File: src/hdl/fcpr_pkg.sv
package fcpr_pkg;

	localparam int unsigned CtrlLen = 7;
	localparam logic [16:0] AgeMax = 17'h1FFFF;

	typedef enum logic [2:0] {
		PH_HDR1 = 3'd0,
		PH_HDR2 = 3'd1,
		PH_TYPE = 3'd2,
		PH_LEN  = 3'd3,
		PH_DATA = 3'd4,
		PH_SUM  = 3'd5
	} fcpr_phase_t;

	typedef enum logic [1:0] {
		REG_HEADER_FIRST  = 2'd0,
		REG_HEADER_SECOND = 2'd1,
		REG_CONTROL_TYPE  = 2'd2,
		REG_TIMEOUT_TICKS = 2'd3
	} fcpr_reg_t;

	typedef logic [CtrlLen-1:0][7:0] fcpr_fields_t;

	// One processed item as seen by the link/output stage
	typedef struct packed {
		logic         fire;
		logic         tick;
		logic         accept;
		fcpr_fields_t data;
	} fcpr_evt_t;

endpackage

File: src/hdl/fcpr_parser.sv
module fcpr_parser
	import fcpr_pkg::*;
#(
	parameter int unsigned MAX_PAYLOAD = 16
) (
	input  logic       clk,
	input  logic       arst_n,
	input  logic       step,
	input  logic       kind,
	input  logic [7:0] rx_byte,
	input  logic [7:0] header_first,
	input  logic [7:0] header_second,
	input  logic [7:0] control_type,
	output fcpr_evt_t  evt
);

	localparam logic [8:0] MaxLen = 9'(MAX_PAYLOAD);

	fcpr_phase_t  phase_q, phase_d;
	logic [7:0]   type_q, type_d;
	logic [7:0]   len_q, len_d;
	logic [7:0]   idx_q, idx_d;
	logic [7:0]   xor_q, xor_d;
	logic         accept;
	logic         byte_step;
	fcpr_fields_t pl_q;

	assign byte_step = step && !kind;

	always_comb begin
		phase_d = phase_q;
		type_d  = type_q;
		len_d   = len_q;
		idx_d   = idx_q;
		xor_d   = xor_q;
		accept  = 1'b0;
		case (phase_q)
			PH_HDR2: begin
				// a mismatching byte is not retried as a first header
				phase_d = (rx_byte == header_second) ? PH_TYPE : PH_HDR1;
			end
			PH_TYPE: begin
				type_d  = rx_byte;
				xor_d   = rx_byte;
				phase_d = PH_LEN;
			end
			PH_LEN: begin
				len_d = rx_byte;
				xor_d = xor_q ^ rx_byte;
				if ({1'b0, rx_byte} > MaxLen) begin
					phase_d = PH_HDR1;
				end else begin
					idx_d   = 8'd0;
					phase_d = PH_DATA;
				end
			end
			PH_DATA: begin
				idx_d = idx_q + 8'd1;
				xor_d = xor_q ^ rx_byte;
				// zero length still takes one byte
				if (({1'b0, idx_q} + 9'd1) >= {1'b0, len_q}) begin
					phase_d = PH_SUM;
				end
			end
			PH_SUM: begin
				accept  = (xor_q == rx_byte) && (type_q == control_type) &&
				          (len_q == 8'(CtrlLen));
				phase_d = PH_HDR1;
			end
			default: begin
				xor_d   = 8'd0;
				phase_d = (rx_byte == header_first) ? PH_HDR2 : PH_HDR1;
			end
		endcase
	end

	always_ff @(posedge clk or negedge arst_n) begin
		if (!arst_n) begin
			phase_q <= PH_HDR1;
			type_q  <= 8'd0;
			len_q   <= 8'd0;
			idx_q   <= 8'd0;
			xor_q   <= 8'd0;
		end else if (byte_step) begin
			phase_q <= phase_d;
			type_q  <= type_d;
			len_q   <= len_d;
			idx_q   <= idx_d;
			xor_q   <= xor_d;
		end
	end

	// only the first seven payload bytes are ever read back
	always_ff @(posedge clk) begin
		for (int i = 0; i < CtrlLen; i++) begin
			if (byte_step && phase_q == PH_DATA && idx_q == 8'(i)) begin
				pl_q[i] <= rx_byte;
			end
		end
	end

	assign evt.fire   = step;
	assign evt.tick   = kind;
	assign evt.accept = byte_step && accept;
	assign evt.data   = pl_q;

endmodule

File: src/hdl/fcpr_link.sv
module fcpr_link
	import fcpr_pkg::*;
(
	input  logic         clk,
	input  logic         arst_n,
	input  fcpr_evt_t    evt,
	input  logic [15:0]  timeout_ticks,
	output fcpr_fields_t fields,
	output logic         link_ok,
	output logic         frame_accepted
);

	logic [16:0]  age_q, age_d;
	fcpr_fields_t fields_q, fields_d;
	logic         link_q, link_d;
	logic         acc_q;

	always_comb begin
		age_d = age_q;
		if (evt.accept) begin
			age_d = 17'd0;
		end else if (evt.tick && age_q != AgeMax) begin
			age_d = age_q + 17'd1;
		end
		link_d   = age_d <= {1'b0, timeout_ticks};
		fields_d = evt.accept ? evt.data : fields_q;
		if (!link_d) begin
			fields_d = '0;
		end
	end

	always_ff @(posedge clk or negedge arst_n) begin
		if (!arst_n) begin
			age_q    <= 17'd0;
			fields_q <= '0;
			link_q   <= 1'b1;
			acc_q    <= 1'b0;
		end else if (evt.fire) begin
			age_q    <= age_d;
			fields_q <= fields_d;
			link_q   <= link_d;
			acc_q    <= evt.accept;
		end
	end

	assign fields         = fields_q;
	assign link_ok        = link_q;
	assign frame_accepted = acc_q;

endmodule

File: src/hdl/framed_control_packet_receiver_core.sv
// Framed control packet receiver. Each transaction on the input carries either a
// received byte (kind 0) or a millisecond tick (kind 1), and produces exactly one
// output transaction with the current control fields, link status and a flag that
// marks the byte closing an accepted control frame. One item per clock is
// sustained while out_stall is low; each item passes the input register, then
// the parser/age update that loads the result register. Registers are written
// through the cfg port and should only change while no transaction is in flight.
module framed_control_packet_receiver_core
	import fcpr_pkg::*;
#(
	parameter int unsigned MAX_PAYLOAD = 16
) (
	input  logic              clk,
	input  logic              arst_n,
	input  logic              in_valid,
	output logic              in_stall,
	input  logic              kind,
	input  logic [7:0]        rx_byte,
	output logic              out_valid,
	input  logic              out_stall,
	output logic [7:0]        buttons,
	output logic [7:0]        misc,
	output logic [7:0]        dpad,
	output logic signed [7:0] axis_x,
	output logic signed [7:0] axis_y,
	output logic signed [7:0] axis_rx,
	output logic signed [7:0] axis_ry,
	output logic              link_ok,
	output logic              frame_accepted,
	input  logic              cfg_valid,
	output logic              cfg_ready,
	input  logic [1:0]        cfg_index,
	input  logic [15:0]       cfg_data
);

	logic         valid_s1;
	logic         kind_s1;
	logic [7:0]   byte_s1;
	logic         out_valid_q;
	logic         advance;
	logic         fire;
	logic         in_take;
	logic [7:0]   header_first_q;
	logic [7:0]   header_second_q;
	logic [7:0]   control_type_q;
	logic [15:0]  timeout_ticks_q;
	fcpr_evt_t    evt;
	fcpr_fields_t fields;

	assign advance  = !out_valid_q || !out_stall;
	assign fire     = valid_s1 && advance;
	assign in_stall = valid_s1 && !advance;
	assign in_take  = in_valid && !in_stall;

	always_ff @(posedge clk or negedge arst_n) begin
		if (!arst_n) begin
			valid_s1    <= 1'b0;
			out_valid_q <= 1'b0;
		end else begin
			if (in_take) begin
				valid_s1 <= 1'b1;
			end else if (fire) begin
				valid_s1 <= 1'b0;
			end
			if (advance) begin
				out_valid_q <= valid_s1;
			end
		end
	end

	always_ff @(posedge clk) begin
		if (in_take) begin
			kind_s1 <= kind;
			byte_s1 <= rx_byte;
		end
	end

	assign cfg_ready = 1'b1;

	always_ff @(posedge clk or negedge arst_n) begin
		if (!arst_n) begin
			header_first_q  <= 8'd170;
			header_second_q <= 8'd85;
			control_type_q  <= 8'd1;
			timeout_ticks_q <= 16'd500;
		end else if (cfg_valid && cfg_ready) begin
			case (fcpr_reg_t'(cfg_index))
				REG_HEADER_FIRST:  header_first_q  <= cfg_data[7:0];
				REG_HEADER_SECOND: header_second_q <= cfg_data[7:0];
				REG_CONTROL_TYPE:  control_type_q  <= cfg_data[7:0];
				REG_TIMEOUT_TICKS: timeout_ticks_q <= cfg_data;
				default: ;
			endcase
		end
	end

	fcpr_parser #(
		.MAX_PAYLOAD(MAX_PAYLOAD)
	) u_parser (
		.clk          (clk),
		.arst_n       (arst_n),
		.step         (fire),
		.kind         (kind_s1),
		.rx_byte      (byte_s1),
		.header_first (header_first_q),
		.header_second(header_second_q),
		.control_type (control_type_q),
		.evt          (evt)
	);

	fcpr_link u_link (
		.clk           (clk),
		.arst_n        (arst_n),
		.evt           (evt),
		.timeout_ticks (timeout_ticks_q),
		.fields        (fields),
		.link_ok       (link_ok),
		.frame_accepted(frame_accepted)
	);

	assign out_valid = out_valid_q;
	assign buttons   = fields[0];
	assign misc      = fields[1];
	assign dpad      = fields[2];
	assign axis_x    = fields[3];
	assign axis_y    = fields[4];
	assign axis_rx   = fields[5];
	assign axis_ry   = fields[6];

endmodule

File: config.mk
export PLATFORM = sky130hd
export DESIGN_NAME = framed_control_packet_receiver_core
export DESIGN_NICKNAME = d
export VERILOG_FILES = /design/src/hdl/fcpr_pkg.sv /design/src/hdl/fcpr_parser.sv /design/src/hdl/fcpr_link.sv /design/src/hdl/framed_control_packet_receiver_core.sv
export SDC_FILE = /design/constraint.sdc
export NUM_CORES = 1
export LEC_CHECK = 0
export BUFFER_PORTS_ARGS = -buffer_cell sky130_fd_sc_hd__buf_2
export CAP_MARGIN = 20
export CORE_UTILIZATION = 55
export CTS_CLUSTER_SIZE = 8
export DETAILED_ROUTE_END_ITERATION = 8
export PLACE_DENSITY = 0.77
export SETUP_SLACK_MARGIN = 0.3
export SYNTH_ARGS = -nofsm -noshare
export SYNTH_HDL_FRONTEND = slang
export SYNTH_SLANG_ARGS = --single-unit
File: constraint.sdc
create_clock -name clk -period 7.9 [get_ports clk]
set_input_delay 1.58 -clock clk [delete_from_list [all_inputs] [get_ports clk]]
set_output_delay 1.58 -clock clk [all_outputs]
set_load 0.02 [all_outputs]
# Word level (Yosys, flattened, before mapping)
# Cells that the tools add are included.
# W data, S select, Z words.
[totals]
inputBits = 32
register_bits = 217
wordCells = 114
out_inout_bits = 61
[classes]
reduce_logical = 38
bitwise_logic = 2
mux = 15
n_eq_ne = 23
addsub = 3
magnitude_cmp = 3
[ops]
columns = ["cell", "count"]
rows = [
  ["$mux W56", 2],
  ["$mux W17", 2],
  ["$eq A8 B3 Y1 const B", 4],
  ["$eq A8 B8 Y1", 4],
  ["$pmux W8 S3", 1],
  ["$reduce_and A2 Y1", 9],
  ["$add A17 B1 Y17 const B", 1],
  ["$le A17 B16 Y1", 1],
  ["$ne A17 B17 Y1 const B", 1],
  ["$eq A8 B2 Y1 const B", 2],
  ["$logic_and A1 B1 Y1", 16],
  ["$pmux W8 S2", 1],
  ["$pmux W3 S5", 1],
  ["$add A8 B1 Y9 const B", 1],
  ["$ge A9 B8 Y1", 1],
  ["$add A8 B1 Y8 const B", 1],
  ["$eq A8 B1 Y1 const B", 1],
  ["$gt A8 B5 Y1 const B", 1],
  ["$logic_not A8 Y1", 1],
  ["$mux W8", 1],
  ["$xor A8 B8 Y8", 1],
  ["$eq A3 B2 Y1 const B", 2],
  ["$eq A3 B3 Y1 const B", 2],
  ["$mux W3", 2],
  ["other kinds (14)", 25],
]

# Logic depth before layout (Yosys ltp)
# Gate-level depths: netlist of the first run.
[depth]
word_depth = 9
ltp_mapped = 21
mapped_depth_nobuf = 17

# Hierarchy
# Synthesis of the first run repeated with hierarchy kept, for this count alone.
[hier_totals]
cells_unflattened = 765
area_unflattened_um2 = 9867.0
[by_module_without_submodules]
columns = ["mod", "area_each_um2", "n_inst", "cells_per_inst", "seq_area_each_um2"]
rows = [
  ["fcpr_parser", 4365.4, 1, 347, 2557.5],
  ["fcpr_link", 3601.0, 1, 314, 1878.1],
  ["framed_control_packet_receiver_core", 1900.6, 1, 104, 1340.0],
]

# Worst setup path after synthesis of the first run
# No wires, ideal clock.
[synth_timing]
path_type = "input -> register"
from = "in out_stall"
to = "reg u_link.fields_q, in the netlist u_link.fields[10]"
cell_stages = 15
n_path_buf = 4
setup_ns = 0.066
path_slack_ns = 3.267
required_ns = 7.834
arrival_ns = 4.567
path_cell_list = "a21bo_2 > nor3b_1 > and3_1 > and3_1 > buf_2 > buf_2 > nor2_1 > ha_1 > and4_1 > nand4_1 > or4_1 > a211oi_2 > buf_4 > buf_6 > a22o_1"
[synth_via]
elab_chain_cells = 9
elab_cells_between_ends = 10
cone_classes = "1 x order compare; 1 x eq/ne; 2 x mux; 6 x reduce/logical"
[synth_rtl]
columns = ["item", "line_no", "text"]
rows = [
  ["from (decl)", "framed_control_packet_receiver_core.sv:20", "input logic out_stall,"],
  ["$logic_not A1 Y1 *", "framed_control_packet_receiver_core.sv:50", "assign advance = !out_valid_q || !out_stall;"],
  ["$logic_or A1 B1 Y1 *", "framed_control_packet_receiver_core.sv:50", ""],
  ["$logic_and A1 B1 Y1 *", "framed_control_packet_receiver_core.sv:51", "assign fire = valid_s1 && advance;"],
  ["$logic_and A1 B1 Y1 *", "fcpr_parser.sv:28", "assign byte_step = step && !kind;"],
  ["$logic_and A1 B1 Y1 *", "fcpr_parser.sv:104", "assign evt.accept = byte_step && accept;"],
  ["$mux W17 *", "fcpr_link.sv:20", "if (evt.accept) begin"],
  ["named net u_link.age_d[11]", "fcpr_link.sv:13", "logic [16:0] age_q, age_d;"],
  ["$le A17 B16 Y1 *", "fcpr_link.sv:25", "link_d = age_d <= {1'b0, timeout_ticks};"],
  ["$ne A2 B1 Y1 (no line)", "n/a", ""],
  ["$reduce_and A2 Y1 (no line)", "n/a", ""],
  ["to (signal assigned)", "fcpr_link.sv:40", "fields_q <= fields_d;"],
  ["to (decl)", "fcpr_link.sv:14", "fcpr_fields_t fields_q, fields_d;"],
]
# Mark *: on every way through the listed nets, which the timed path passes. The rest lies on a longest branch.
# A chain may end at the register's enable or synchronous reset.

# Worst setup path in the final report of the first run
[layout_timing]
from = "in out_stall"
to = "reg u_link.fields_q, in the netlist u_link.fields[20]"
# The elaborated chain is that of the path after synthesis.

==> flow_summary.html, run 1 <==
<table>
<tr><th>Metric</th><th>Value</th></tr>
<tr><th colspan="2">Floorplanning</th></tr>
<tr><td>Placeable core region</td><td>0.01748 mm2</td></tr>
<tr><td>Ports</td><td>93</td></tr>
<tr><td>Overall die area</td><td>0.01861 mm2</td></tr>
<tr><td>Starting density of the core</td><td>56.85%</td></tr>
<tr><td>Die Y</td><td>136.4 um</td></tr>
<tr><td>Die W</td><td>136.4 um</td></tr>
<tr><td>Number of core rows</td><td>48</td></tr>
<tr><th colspan="2">Placed design</th></tr>
<tr><td>Worst slack, placed</td><td>2044 ps</td></tr>
<tr><td>Dpl hpwl</td><td>13,540 um</td></tr>
<tr><td>Placer congestion estimate</td><td>0.8940</td></tr>
<tr><td>Placed Area</td><td>0.01049 mm2</td></tr>
<tr><td>Number of placed instances with taps included</td><td>1,066</td></tr>
<tr><td>Number of port buffers</td><td>91</td></tr>
<tr><th colspan="2">Layout</th></tr>
<tr><td>Final Instance Count excl. Fillers</td><td>1,125</td></tr>
<tr><td>Final standard cell area without fillers</td><td>0.01140 mm2</td></tr>
<tr><td>Layout Utilization</td><td>65.21%</td></tr>
<tr><td>Most common cell after layout, fill and taps aside</td><td>sky130_fd_sc_hd__dfrtp_1</td></tr>
<tr><td>Area occupied by multi-input gates</td><td>0.003802 mm2</td></tr>
<tr><td>Number of antenna repair diodes</td><td>0</td></tr>
<tr><td>Final-stage net count</td><td>937</td></tr>
<tr><td>Filler cell count in the final layout</td><td>1,267</td></tr>
<tr><td>Area used by sequential logic in the layout</td><td>0.005776 mm2</td></tr>
<tr><td>Highest-count cells in the layout ignoring fill and taps</td><td>sky130_fd_sc_hd__dfrtp_1 (136), sky130_fd_sc_hd__buf_2 (91), sky130_fd_sc_hd__a22o_1 (71), sky130_fd_sc_hd__edfxtp_1 (65), sky130_fd_sc_hd__mux2_2 (56)</td></tr>
<tr><td>Area growth from synthesis to layout</td><td>14.71%</td></tr>
<tr><td>Proportion of layout cells with a drive suffix above 1</td><td>23.67%</td></tr>
<tr><th colspan="2">Timing</th></tr>
<tr><td>Final count of pins violating max slew</td><td>0</td></tr>
<tr><td>Final Hold Fails</td><td>0</td></tr>
<tr><td>Period utilization</td><td>68.08%</td></tr>
<tr><td>Total Negative Setup Slacks</td><td>0 ps</td></tr>
<tr><td>Least-Margin Pin Slew</td><td>975.6 ps</td></tr>
<tr><td>RSZ-0062 raised after global routing</td><td>false</td></tr>
<tr><td>Upper clock frequency limit</td><td>185.9 MHz</td></tr>
<tr><td>Worst slew margin relative to its limit</td><td>34.96%</td></tr>
<tr><td>Shortest period the worst path allows</td><td>5378 ps</td></tr>
<tr><td>Final worst clock skew</td><td>23.38 ps</td></tr>
<tr><td>Final worst hold slack</td><td>458.4 ps</td></tr>
<tr><td>Count of endpoints failing setup in the final report</td><td>0</td></tr>
<tr><td>Worst-case setup margin in the final layout</td><td>2522 ps</td></tr>
<tr><th colspan="2">Synthesis</th></tr>
<tr><td>Count of mapped cells out of synthesis</td><td>785</td></tr>
<tr><td>Share of the synthesized area in the top cell type</td><td>34.25%</td></tr>
<tr><td>Syn Area/Cell</td><td>12.66 um2</td></tr>
<tr><td>Number of synthesized register bits</td><td>217</td></tr>
<tr><td>Predominant post-synthesis flop cell</td><td>sky130_fd_sc_hd__dfrtp_1</td></tr>
<tr><td>Sequential share of the synthesized area</td><td>58.13%</td></tr>
<tr><td>Most area-consuming cells after synthesis</td><td>sky130_fd_sc_hd__dfrtp_1 (34%), sky130_fd_sc_hd__edfxtp_1 (20%), sky130_fd_sc_hd__mux2_2 (6.3%), sky130_fd_sc_hd__a22o_1 (6.3%), sky130_fd_sc_hd__dfstp_2 (4.2%)</td></tr>
<tr><td>Largest area contributor in the synthesized netlist</td><td>sky130_fd_sc_hd__dfrtp_1</td></tr>
<tr><td>Count of flip-flops with a built-in enable after synthesis</td><td>65</td></tr>
<tr><td>Async set or reset register ratio after synthesis</td><td>70.05%</td></tr>
<tr><td>Mapped Nets</td><td>847</td></tr>
<tr><td>Synth warn</td><td>0</td></tr>
<tr><td>Post-synthesis instance area</td><td>0.009936 mm2</td></tr>
<tr><td>Netlist cell types</td><td>59</td></tr>
<tr><th colspan="2">Clocking</th></tr>
<tr><td>TritonCTS Sinks</td><td>217</td></tr>
<tr><td>Post-CTS Repair Setup Buffers</td><td>0</td></tr>
<tr><td>Count of H-tree levels built during CTS</td><td>1</td></tr>
<tr><td>TritonCTS clock tree</td><td>done</td></tr>
<tr><td>Number of buffers inserted for hold repair after clock tree synthesis</td><td>0</td></tr>
<tr><td>Clock input transition at the sequential cells of the worst setup and hold paths</td><td>50 ps</td></tr>
<tr><td>PostCTS Resize Cnt</td><td>0</td></tr>
<tr><td>CTS Buffer Depth</td><td>3</td></tr>
<tr><td>Cell at the root of the clock tree</td><td>sky130_fd_sc_hd__clkbuf_16</td></tr>
<tr><td>Total clock buffers created by CTS</td><td>31</td></tr>
<tr><td>Worst skew pair latency</td><td>560 ps</td></tr>
<tr><th colspan="2">Global routing</th></tr>
<tr><td>Global-route congestion overflow total</td><td>0</td></tr>
<tr><td>Number of antenna violations at the first check in global routing</td><td>0</td></tr>
<tr><td>Pin count of the biggest net entering global routing</td><td>78</td></tr>
<tr><td>Number of global-route vias before repair</td><td>6,518</td></tr>
<tr><td>First-pass GRT wire length</td><td>33,950 um</td></tr>
<tr><td>Tot GR Track Use</td><td>23.62%</td></tr>
<tr><th colspan="2">Worst setup path</th></tr>
<tr><td>Logic depth of the worst path, buffers included</td><td>13</td></tr>
<tr><td>Beginning of the critical path</td><td>out_stall</td></tr>
<tr><td>Worst Path Class, Setup</td><td>input pin to flop</td></tr>
<tr><td>Cell count of the worst reg-to-reg path</td><td>17</td></tr>
<tr><td>Capturing point of the worst reg2reg path</td><td>u_link.fields[20]</td></tr>
<tr><td>Longest individual stage delay on the worst path</td><td>800 ps</td></tr>
<tr><td>Top fanout value on the critical path</td><td>56</td></tr>
<tr><td>Arrival time of data at the critical path endpoint</td><td>5850 ps</td></tr>
<tr><td>Required time of the worst setup path</td><td>8370 ps</td></tr>
<tr><td>Cell occurring most often along the worst timing path</td><td>sky130_fd_sc_hd__and3_1</td></tr>
<tr><td>Chain of cells forming the critical path</td><td>buf_2 -&gt; a21bo_2 -&gt; nor3b_1 -&gt; and3_1 -&gt; and3_1 -&gt; nor2_1 -&gt; ha_1 -&gt; and4_1 -&gt; nand4_1 -&gt; or4_1 -&gt; a211oi_4 -&gt; buf_4 -&gt; a22o_1</td></tr>
<tr><td>Launch point of the worst reg-to-reg path</td><td>u_link.age_q[3]</td></tr>
<tr><td>Gate family responsible for the most delay along the worst path</td><td>simple AND/OR/NAND/NOR gates</td></tr>
<tr><td>Buf/Inv on CP</td><td>2</td></tr>
<tr><td>Kind of end point of the critical path</td><td>flop</td></tr>
<tr><td>Reg2Reg Setup Slack</td><td>2650 ps</td></tr>
<tr><td>Startpoint Class</td><td>input pin</td></tr>
<tr><td>Critical-path top delay cell</td><td>sky130_fd_sc_hd__and3_1</td></tr>
<tr><th colspan="2">Min path</th></tr>
<tr><td>Hold depth</td><td>1</td></tr>
<tr><td>Path class of the lowest-slack min-delay path</td><td>flop to flop</td></tr>
<tr><td>Launch instance of the worst min-delay path</td><td>u_parser.evt[33]</td></tr>
<tr><td>Hold EP</td><td>u_link.fields[33]</td></tr>
<tr><th colspan="2">Run status</th></tr>
<tr><td>Outcome</td><td>finished clean</td></tr>
<tr><th colspan="2">Pwr</th></tr>
<tr><td>Leakage power of the design</td><td>5.222 nW</td></tr>
<tr><td>Overall power after layout</td><td>2.703 mW</td></tr>
<tr><td>VDD IR max</td><td>0.1901 mV</td></tr>
<tr><td>Power per Cell Area</td><td>237.2 mW/mm2</td></tr>
<tr><th colspan="2">Detailed routing</th></tr>
<tr><td>Count of unresolved DRC violations after routing</td><td>0</td></tr>
<tr><td>DRT antenna net count</td><td>0</td></tr>
<tr><td>Per-cell via count in the routed design</td><td>5.846</td></tr>
<tr><td>Avg WL per Cell</td><td>18.68 um</td></tr>
<tr><td>Length of the first detailed-routing pass in iterations</td><td>5</td></tr>
<tr><td>Vias after detailed routing</td><td>6,577</td></tr>
<tr><td>Starting DRC count in detailed routing</td><td>519</td></tr>
<tr><td>Final Routed Wirelength</td><td>21,010 um</td></tr>
<tr><th colspan="2">Run</th></tr>
<tr><td>Number of maximum-capacitance constraint violations</td><td>0</td></tr>
</table>
-- worst max path at each step --
stage / endpoint / slack (ps)
6_report: u_link.fields[20] / 2520
4_1_cts: u_link.fields[1] / 2560
3_3_place_gp: u_link.fields[24] / 2200
3_5_place_dp: u_link.fields[32] / 2040
5_1_grt: u_link.fields[20] / 2280
2_1_floorplan: u_link.fields[10] / 3270
-- flip-flops by register name, indices dropped and copies added (netlist names) --
register,count
byte_s1,8
control_type_q,8
header_first_q,8
header_second_q,8
kind_s1,1
out_valid,1
timeout_ticks_q,16
u_link.age_q,17
u_link.fields,56
u_link.frame_accepted,1
u_link.link_ok,1
u_parser.evt,56
u_parser.idx_q,8
u_parser.len_q,8
u_parser.phase_q,3
u_parser.type_q,8
u_parser.xor_q,8
valid_s1,1
-- cell usage after synthesis, types with 8 or more instances --
cell / n
sky130_fd_sc_hd__a21oi_1: 16
sky130_fd_sc_hd__a22o_1: 71
sky130_fd_sc_hd__nor2b_1: 10
sky130_fd_sc_hd__buf_2: 13
sky130_fd_sc_hd__clkbuf_1: 18
sky130_fd_sc_hd__nor2_1: 47
sky130_fd_sc_hd__o21ai_0: 21
sky130_fd_sc_hd__nand3_1: 17
sky130_fd_sc_hd__nand2_1: 30
sky130_fd_sc_hd__inv_1: 28
sky130_fd_sc_hd__nand4_1: 8
sky130_fd_sc_hd__mux2i_1: 14
sky130_fd_sc_hd__buf_6: 9
sky130_fd_sc_hd__edfxtp_1: 65
sky130_fd_sc_hd__mux2_2: 56
sky130_fd_sc_hd__ha_1: 30
sky130_fd_sc_hd__a31oi_1: 10
sky130_fd_sc_hd__dfstp_2: 16
sky130_fd_sc_hd__nor3b_1: 9
sky130_fd_sc_hd__a21o_1: 12
sky130_fd_sc_hd__dfrtp_1: 136
sky130_fd_sc_hd__nor4_1: 8
sky130_fd_sc_hd__xor2_1: 32
sky130_fd_sc_hd__xnor2_1: 19
-- final cells by class --
type                    instances  area share (%)
clock buffers                  56           7.630
clock inverters                 2          0.2525
inverters                      28          0.9222
multi-input cells             496           33.36
flip-flops and latches        217           50.68
well taps                     225           2.470
repair buffers                101           4.688
-- cells by family after synthesis --
| logic type | share of synthesized area [%] |
|---|---|
| AO/OA/AOI/OAI | 12.13 |
| XOR/XNOR | 4.496 |
| adder cells (fa/ha/maj) | 3.778 |
| buffers and inverters | 3.677 |
| flip-flops | 58.13 |
| multiplexers | 7.757 |
| other | 0.03774 |
| AND/OR/NAND/NOR | 9.999 |
-- per-layer routing --
layer	GRT usage [%]	up-vias	wire length (um)
met4	6.914	0	385
met3	4.064	36	1042
met1	33.38	3310	9663
li1	-	3062	-
met2	37.42	169	9923
met5	0	-	0
-- power breakdown --
group | total, mW | switching [mW] | internal, mW
clock network | 1.20 | 0.461 | 0.735
logic | 0.228 | 0.125 | 0.103
registers | 1.28 | 0.0513 | 1.23
total | 2.70 | 0.638 | 2.06
(Power assumes the default switching activity.)
==> run 2, diff against run 1 <==
==> constraint.sdc (replaced) <==
create_clock -name clk -period 5.3 [get_ports clk]
set_input_delay 1.06 -clock clk [delete_from_list [all_inputs] [get_ports clk]]
set_output_delay 1.06 -clock clk [all_outputs]
set_load 0.02 [all_outputs]
==> flow_summary.html, run 2 (same netlist as run 1, synthesis figures left out) <==
<table>
<tr><th>Metric</th><th>Value</th></tr>
<tr><th colspan="2">Run status</th></tr>
<tr><td>Outcome</td><td>finished clean</td></tr>
<tr><th colspan="2">Detailed routing</th></tr>
<tr><td>DRT antenna net count</td><td>0</td></tr>
<tr><td>Starting DRC count in detailed routing</td><td>341</td></tr>
<tr><td>Count of unresolved DRC violations after routing</td><td>0</td></tr>
<tr><td>Vias after detailed routing</td><td>6,630</td></tr>
<tr><td>Avg WL per Cell</td><td>19.07 um</td></tr>
<tr><td>Per-cell via count in the routed design</td><td>5.852</td></tr>
<tr><td>Length of the first detailed-routing pass in iterations</td><td>4</td></tr>
<tr><td>Final Routed Wirelength</td><td>21,610 um</td></tr>
<tr><th colspan="2">Global routing</th></tr>
<tr><td>First-pass GRT wire length</td><td>34,330 um</td></tr>
<tr><td>Number of global-route vias before repair</td><td>6,427</td></tr>
<tr><td>Global-route congestion overflow total</td><td>0</td></tr>
<tr><td>Number of antenna violations at the first check in global routing</td><td>0</td></tr>
<tr><td>Tot GR Track Use</td><td>24.05%</td></tr>
<tr><td>Pin count of the biggest net entering global routing</td><td>112</td></tr>
<tr><th colspan="2">Timing</th></tr>
<tr><td>Period utilization</td><td>85.75%</td></tr>
<tr><td>RSZ-0062 raised after global routing</td><td>false</td></tr>
<tr><td>Final count of pins violating max slew</td><td>0</td></tr>
<tr><td>Shortest period the worst path allows</td><td>4545 ps</td></tr>
<tr><td>Final worst clock skew</td><td>11.55 ps</td></tr>
<tr><td>Worst slew margin relative to its limit</td><td>50.82%</td></tr>
<tr><td>Final Hold Fails</td><td>0</td></tr>
<tr><td>Total Negative Setup Slacks</td><td>0 ps</td></tr>
<tr><td>Worst-case setup margin in the final layout</td><td>755.1 ps</td></tr>
<tr><td>Upper clock frequency limit</td><td>220.0 MHz</td></tr>
<tr><td>Count of endpoints failing setup in the final report</td><td>0</td></tr>
<tr><td>Least-Margin Pin Slew</td><td>735.7 ps</td></tr>
<tr><th colspan="2">Min path</th></tr>
<tr><td>Launch instance of the worst min-delay path</td><td>u_parser.evt[55]</td></tr>
<tr><td>Path class of the lowest-slack min-delay path</td><td>flop to flop</td></tr>
<tr><th colspan="2">Layout</th></tr>
<tr><td>Area growth from synthesis to layout</td><td>15.88%</td></tr>
<tr><td>Filler cell count in the final layout</td><td>1,290</td></tr>
<tr><td>Area occupied by multi-input gates</td><td>0.003815 mm2</td></tr>
<tr><td>Highest-count cells in the layout ignoring fill and taps</td><td>sky130_fd_sc_hd__dfrtp_1 (136), sky130_fd_sc_hd__buf_2 (91), sky130_fd_sc_hd__a22o_1 (71), sky130_fd_sc_hd__edfxtp_1 (65), sky130_fd_sc_hd__mux2_2 (56)</td></tr>
<tr><td>Final standard cell area without fillers</td><td>0.01151 mm2</td></tr>
<tr><td>Number of antenna repair diodes</td><td>0</td></tr>
<tr><td>Proportion of layout cells with a drive suffix above 1</td><td>24.78%</td></tr>
<tr><td>Area used by sequential logic in the layout</td><td>0.005776 mm2</td></tr>
<tr><td>Most common cell after layout, fill and taps aside</td><td>sky130_fd_sc_hd__dfrtp_1</td></tr>
<tr><td>Final-stage net count</td><td>947</td></tr>
<tr><th colspan="2">Worst setup path</th></tr>
<tr><td>Buf/Inv on CP</td><td>1</td></tr>
<tr><td>Kind of end point of the critical path</td><td>flop</td></tr>
<tr><td>Longest individual stage delay on the worst path</td><td>610 ps</td></tr>
<tr><td>Arrival time of data at the critical path endpoint</td><td>5030 ps</td></tr>
<tr><td>Gate family responsible for the most delay along the worst path</td><td>simple AND/OR/NAND/NOR gates</td></tr>
<tr><td>Startpoint Class</td><td>flop</td></tr>
<tr><td>Top fanout value on the critical path</td><td>56</td></tr>
<tr><td>Critical-path top delay cell</td><td>sky130_fd_sc_hd__or4_1</td></tr>
<tr><td>Beginning of the critical path</td><td>u_link.age_q[3]</td></tr>
<tr><td>Launch point of the worst reg-to-reg path</td><td>u_link.age_q[3]</td></tr>
<tr><td>Chain of cells forming the critical path</td><td>and4_1 -&gt; nand2_1 -&gt; nor4_1 -&gt; ha_1 -&gt; nor2b_4 -&gt; and3_1 -&gt; nor2b_1 -&gt; nand3_1 -&gt; xor2_1 -&gt; nor2_1 -&gt; ha_1 -&gt; and4_1 -&gt; nand4_1 -&gt; or4_1 -&gt; a211oi_4 -&gt; buf_12 -&gt; a22o_1</td></tr>
<tr><td>Required time of the worst setup path</td><td>5780 ps</td></tr>
<tr><td>Worst Path Class, Setup</td><td>flop to flop</td></tr>
<tr><th colspan="2">Placed design</th></tr>
<tr><td>Number of port buffers</td><td>91</td></tr>
<tr><td>Placer congestion estimate</td><td>0.8451</td></tr>
<tr><td>Dpl hpwl</td><td>13,890 um</td></tr>
<tr><td>Placed Area</td><td>0.01058 mm2</td></tr>
<tr><td>Worst slack, placed</td><td>467.3 ps</td></tr>
<tr><th colspan="2">Clocking</th></tr>
<tr><td>Post-CTS Repair Setup Buffers</td><td>0</td></tr>
<tr><td>TritonCTS Sinks</td><td>217</td></tr>
<tr><td>Count of H-tree levels built during CTS</td><td>1</td></tr>
<tr><td>Worst skew pair latency</td><td>550 ps</td></tr>
<tr><td>Total clock buffers created by CTS</td><td>31</td></tr>
<tr><td>Clock input transition at the sequential cells of the worst setup and hold paths</td><td>60 ps</td></tr>
<tr><td>CTS Buffer Depth</td><td>3</td></tr>
<tr><td>TritonCTS clock tree</td><td>done</td></tr>
<tr><td>Cell at the root of the clock tree</td><td>sky130_fd_sc_hd__clkbuf_16</td></tr>
<tr><th colspan="2">Run</th></tr>
<tr><td>Number of maximum-capacitance constraint violations</td><td>0</td></tr>
<tr><th colspan="2">Floorplanning</th></tr>
<tr><td>Overall die area</td><td>0.01861 mm2</td></tr>
<tr><td>Number of core rows</td><td>48</td></tr>
<tr><td>Die Y</td><td>136.4 um</td></tr>
<tr><td>Ports</td><td>93</td></tr>
<tr><td>Starting density of the core</td><td>56.85%</td></tr>
<tr><td>Placeable core region</td><td>0.01748 mm2</td></tr>
<tr><td>Die W</td><td>136.4 um</td></tr>
<tr><th colspan="2">Pwr</th></tr>
<tr><td>Power per Cell Area</td><td>351.7 mW/mm2</td></tr>
<tr><td>Leakage power of the design</td><td>5.288 nW</td></tr>
<tr><td>VDD IR max</td><td>0.2526 mV</td></tr>
</table>
run 2: cell types whose count changed in the layout (fill, tap and decap cells not counted), sizes merged:
cell / previous run / this run
buf: 101 / 111
clkbuf: 56 / 54
run 2: final timing paths:
| kind | to | slack, ps | cells after the start |
|---|---|---|---|
| min in group asynchronous | u_link.fields[41] | 470 | 1 |
| max reg2reg | u_link.fields[54] | 760 | 17 |
| max | u_link.fields[54] | 760 | 17 |
| max in group asynchronous | header_first_q[7] | 3560 | 3 |
| min | u_link.fields[55] | 450 | 1 |
| min reg2reg | u_link.fields[55] | 450 | 1 |
run 2: per-stage QoR:
stage / power [mW] / util [%] / cells / hold slack, ps
after floorplan: 2.146 / - / 785 / 442.6
after global placement: 2.262 / 60.50 / 1075 / 444.2
after detailed placement: 2.277 / 60.53 / 1076 / 447.6
after CTS: 4.075 / 65.63 / 1132 / 458.1
after global routing: 4.199 / 65.88 / 1133 / 470.9
final: 4.050 / 65.88 / 1133 / 454.9
run 2: timing repair:
| action | 4_1_cts | 5_1_grt |
|---|---|---|
| hold buffers | 0 | 0 |
| resized for setup | 0 | 4 |
| endpoints found under the setup margin | 0 | 56 |
run 2: final cells by class:
type / count / area share, %
clock buffers: 54 / 7.488
clock inverters: 2 / 0.2499
inverters: 28 / 0.9129
multi-input cells: 496 / 33.13
flip-flops and latches: 217 / 50.16
well taps: 225 / 2.445
repair buffers: 111 / 5.607
run 2: metal layers:
layer  up-vias  track usage, %  routed length [um]
li1       3092               -                   -
met1      3285           34.12                9780
met2       205           37.34               10010
met3        48           3.729                1198
met4         0           9.012                 620
met5         -               0                   0
run 2: report_power, final:
group / switching, mW / internal (mW) / leakage [nW] / total (mW)
clock: 0.702 / 1.09 / 0.423 / 1.79
combinational: 0.202 / 0.159 / 2.27 / 0.361
sequential: 0.0689 / 1.83 / 2.59 / 1.90
==> run 3, diff against run 2 <==
--- a/config.mk
+++ b/config.mk
@@ -6,11 +6,11 @@
 export NUM_CORES = 1
 export LEC_CHECK = 0
 export BUFFER_PORTS_ARGS = -buffer_cell sky130_fd_sc_hd__buf_2
-export CAP_MARGIN = 20
+export CAP_MARGIN = 10
 export CORE_UTILIZATION = 55
 export CTS_CLUSTER_SIZE = 8
 export DETAILED_ROUTE_END_ITERATION = 8
-export PLACE_DENSITY = 0.77
+export PLACE_DENSITY = 0.75
 export SETUP_SLACK_MARGIN = 0.3
 export SYNTH_ARGS = -nofsm -noshare
 export SYNTH_HDL_FRONTEND = slang
==> flow_summary.html, run 3 (same netlist as run 1, synthesis figures left out) <==
<table>
<tr><th>Metric</th><th>Value</th></tr>
<tr><th colspan="2">Run status</th></tr>
<tr><td>Outcome</td><td>finished clean</td></tr>
<tr><th colspan="2">Floorplanning</th></tr>
<tr><td>Overall die area</td><td>0.01861 mm2</td></tr>
<tr><td>Number of core rows</td><td>48</td></tr>
<tr><td>Placeable core region</td><td>0.01748 mm2</td></tr>
<tr><td>Ports</td><td>93</td></tr>
<tr><td>Die W</td><td>136.4 um</td></tr>
<tr><td>Die Y</td><td>136.4 um</td></tr>
<tr><td>Starting density of the core</td><td>56.85%</td></tr>
<tr><th colspan="2">Detailed routing</th></tr>
<tr><td>Final Routed Wirelength</td><td>23,000 um</td></tr>
<tr><td>Vias after detailed routing</td><td>6,705</td></tr>
<tr><td>Per-cell via count in the routed design</td><td>5.928</td></tr>
<tr><td>Count of unresolved DRC violations after routing</td><td>0</td></tr>
<tr><td>Length of the first detailed-routing pass in iterations</td><td>5</td></tr>
<tr><td>Avg WL per Cell</td><td>20.33 um</td></tr>
<tr><td>DRT antenna net count</td><td>0</td></tr>
<tr><td>Starting DRC count in detailed routing</td><td>411</td></tr>
<tr><th colspan="2">Placed design</th></tr>
<tr><td>Worst slack, placed</td><td>663.9 ps</td></tr>
<tr><td>Placer congestion estimate</td><td>0.8793</td></tr>
<tr><td>Number of port buffers</td><td>91</td></tr>
<tr><td>Dpl hpwl</td><td>15,050 um</td></tr>
<tr><th colspan="2">Pwr</th></tr>
<tr><td>Power per Cell Area</td><td>354.6 mW/mm2</td></tr>
<tr><td>Leakage power of the design</td><td>5.260 nW</td></tr>
<tr><td>VDD IR max</td><td>0.2763 mV</td></tr>
<tr><th colspan="2">Clocking</th></tr>
<tr><td>TritonCTS clock tree</td><td>done</td></tr>
<tr><td>Count of H-tree levels built during CTS</td><td>1</td></tr>
<tr><td>Number of buffers inserted for hold repair after clock tree synthesis</td><td>0</td></tr>
<tr><td>PostCTS Resize Cnt</td><td>0</td></tr>
<tr><td>Post-CTS Repair Setup Buffers</td><td>0</td></tr>
<tr><td>Clock input transition at the sequential cells of the worst setup and hold paths</td><td>50 ps</td></tr>
<tr><td>Total clock buffers created by CTS</td><td>31</td></tr>
<tr><td>TritonCTS Sinks</td><td>217</td></tr>
<tr><td>CTS Buffer Depth</td><td>3</td></tr>
<tr><td>Cell at the root of the clock tree</td><td>sky130_fd_sc_hd__clkbuf_16</td></tr>
<tr><td>Worst skew pair latency</td><td>560 ps</td></tr>
<tr><th colspan="2">Timing</th></tr>
<tr><td>Upper clock frequency limit</td><td>218.6 MHz</td></tr>
<tr><td>Total Negative Setup Slacks</td><td>0 ps</td></tr>
<tr><td>Final Hold Fails</td><td>0</td></tr>
<tr><td>RSZ-0062 raised after global routing</td><td>false</td></tr>
<tr><td>Shortest period the worst path allows</td><td>4574 ps</td></tr>
<tr><td>Least-Margin Pin Slew</td><td>1187 ps</td></tr>
<tr><td>Final worst clock skew</td><td>31.41 ps</td></tr>
<tr><td>Period utilization</td><td>86.31%</td></tr>
<tr><td>Worst slew margin relative to its limit</td><td>20.68%</td></tr>
<tr><td>Worst-case setup margin in the final layout</td><td>725.5 ps</td></tr>
<tr><td>Count of endpoints failing setup in the final report</td><td>0</td></tr>
<tr><td>Final count of pins violating max slew</td><td>0</td></tr>
<tr><th colspan="2">Worst setup path</th></tr>
<tr><td>Worst Path Class, Setup</td><td>flop to flop</td></tr>
<tr><td>Longest individual stage delay on the worst path</td><td>610 ps</td></tr>
<tr><td>Gate family responsible for the most delay along the worst path</td><td>simple AND/OR/NAND/NOR gates</td></tr>
<tr><td>Arrival time of data at the critical path endpoint</td><td>5060 ps</td></tr>
<tr><td>Critical-path top delay cell</td><td>sky130_fd_sc_hd__or4_1</td></tr>
<tr><td>Required time of the worst setup path</td><td>5790 ps</td></tr>
<tr><td>Top fanout value on the critical path</td><td>56</td></tr>
<tr><td>Startpoint Class</td><td>flop</td></tr>
<tr><td>Kind of end point of the critical path</td><td>flop</td></tr>
<tr><td>Reg2Reg Setup Slack</td><td>730 ps</td></tr>
<tr><td>Chain of cells forming the critical path</td><td>and4_1 -&gt; nand2_1 -&gt; nor4_1 -&gt; ha_1 -&gt; nor2b_1 -&gt; and3_1 -&gt; nor2b_1 -&gt; nand3_1 -&gt; xor2_1 -&gt; nor2_1 -&gt; ha_1 -&gt; and4_1 -&gt; nand4_1 -&gt; or4_1 -&gt; a211oi_4 -&gt; buf_12 -&gt; a22o_1</td></tr>
<tr><td>Buf/Inv on CP</td><td>1</td></tr>
<tr><th colspan="2">Layout</th></tr>
<tr><td>Number of antenna repair diodes</td><td>0</td></tr>
<tr><td>Area growth from synthesis to layout</td><td>15.44%</td></tr>
<tr><td>Final-stage net count</td><td>943</td></tr>
<tr><td>Proportion of layout cells with a drive suffix above 1</td><td>24.17%</td></tr>
<tr><td>Filler cell count in the final layout</td><td>1,280</td></tr>
<tr><td>Highest-count cells in the layout ignoring fill and taps</td><td>sky130_fd_sc_hd__dfrtp_1 (136), sky130_fd_sc_hd__buf_2 (90), sky130_fd_sc_hd__a22o_1 (71), sky130_fd_sc_hd__edfxtp_1 (65), sky130_fd_sc_hd__mux2_2 (56)</td></tr>
<tr><td>Most common cell after layout, fill and taps aside</td><td>sky130_fd_sc_hd__dfrtp_1</td></tr>
<tr><th colspan="2">Global routing</th></tr>
<tr><td>First-pass GRT wire length</td><td>36,790 um</td></tr>
<tr><td>Global-route congestion overflow total</td><td>0</td></tr>
<tr><td>Number of antenna violations at the first check in global routing</td><td>0</td></tr>
<tr><td>Number of global-route vias before repair</td><td>6,725</td></tr>
<tr><td>Tot GR Track Use</td><td>26.00%</td></tr>
<tr><td>Pin count of the biggest net entering global routing</td><td>115</td></tr>
<tr><th colspan="2">Min path</th></tr>
<tr><td>Path class of the lowest-slack min-delay path</td><td>flop to flop</td></tr>
<tr><th colspan="2">Run</th></tr>
<tr><td>Number of maximum-capacitance constraint violations</td><td>0</td></tr>
</table>
==> run 3: cell types whose count changed in the layout (fill, tap and decap cells not counted), sizes merged <==
cell	delta
clkbuf	+2
buf	-4
==> run 3: final timing paths <==
| path | from | to | cells after the start |
|---|---|---|---|
| worst max register to register | u_link.age_q[3] | u_link.fields[38] | 17 |
| worst max-delay path | u_link.age_q[3] | u_link.fields[38] | 17 |
| min in group asynchronous | arst_n | u_link.fields[53] | 1 |
| max in group asynchronous | arst_n | u_link.link_ok | 2 |
| worst min-delay path | u_parser.evt[31] | u_link.fields[31] | 1 |
| worst min register to register | u_parser.evt[31] | u_link.fields[31] | 1 |
==> run 3: area by class of cell <==
class	instances	area, um2	area share (%)
clock buffers	56	869.6	7.582
repair buffers	107	606.8	5.291
well taps	225	281.5	2.454
multi-input cells	496	3802	33.15
flip-flops and latches	217	5776	50.35
inverters	28	105.1	0.9163
clock inverters	2	28.78	0.2509
==> run 3: routing by layer <==
metal / routed length, um / GRT usage [%] / part of all wire (%) / vias up
met4: 641 / 8.827 / 2.8 / 0
met5: 0 / 0 / 0 / -
met1: 9997 / 36.00 / 43 / 3357
li1: - / - / - / 3079
met2: 11110 / 42.13 / 48 / 217
met3: 1243 / 3.617 / 5.4 / 52
==> run 3: power by group <==
group	switching (mW)	total, mW	internal, mW	leakage, nW
combinational	0.206	0.363	0.158	2.24
clock	0.708	1.81	1.10	0.425
sequential	0.0705	1.90	1.83	2.59
total	0.984	4.07	3.08	5.26
==> run 3: metrics by stage <==
| stage | util, % | instances | instance area, um2 | total power, mW | hold slack, ps |
|---|---|---|---|---|---|
| finish | 65.63 | 1131 | 11470 | 4.067 | 456.3 |
| global route | 65.63 | 1131 | 11470 | 4.217 | 472.2 |
| CTS | 65.63 | 1131 | 11470 | 4.098 | 459.5 |
| detailed placement | 60.49 | 1073 | 10570 | 2.287 | 448.4 |
| global placement | 60.49 | 1073 | 10570 | 2.262 | 444.5 |
| floorplan | - | 785 | 9936 | 2.146 | 442.6 |
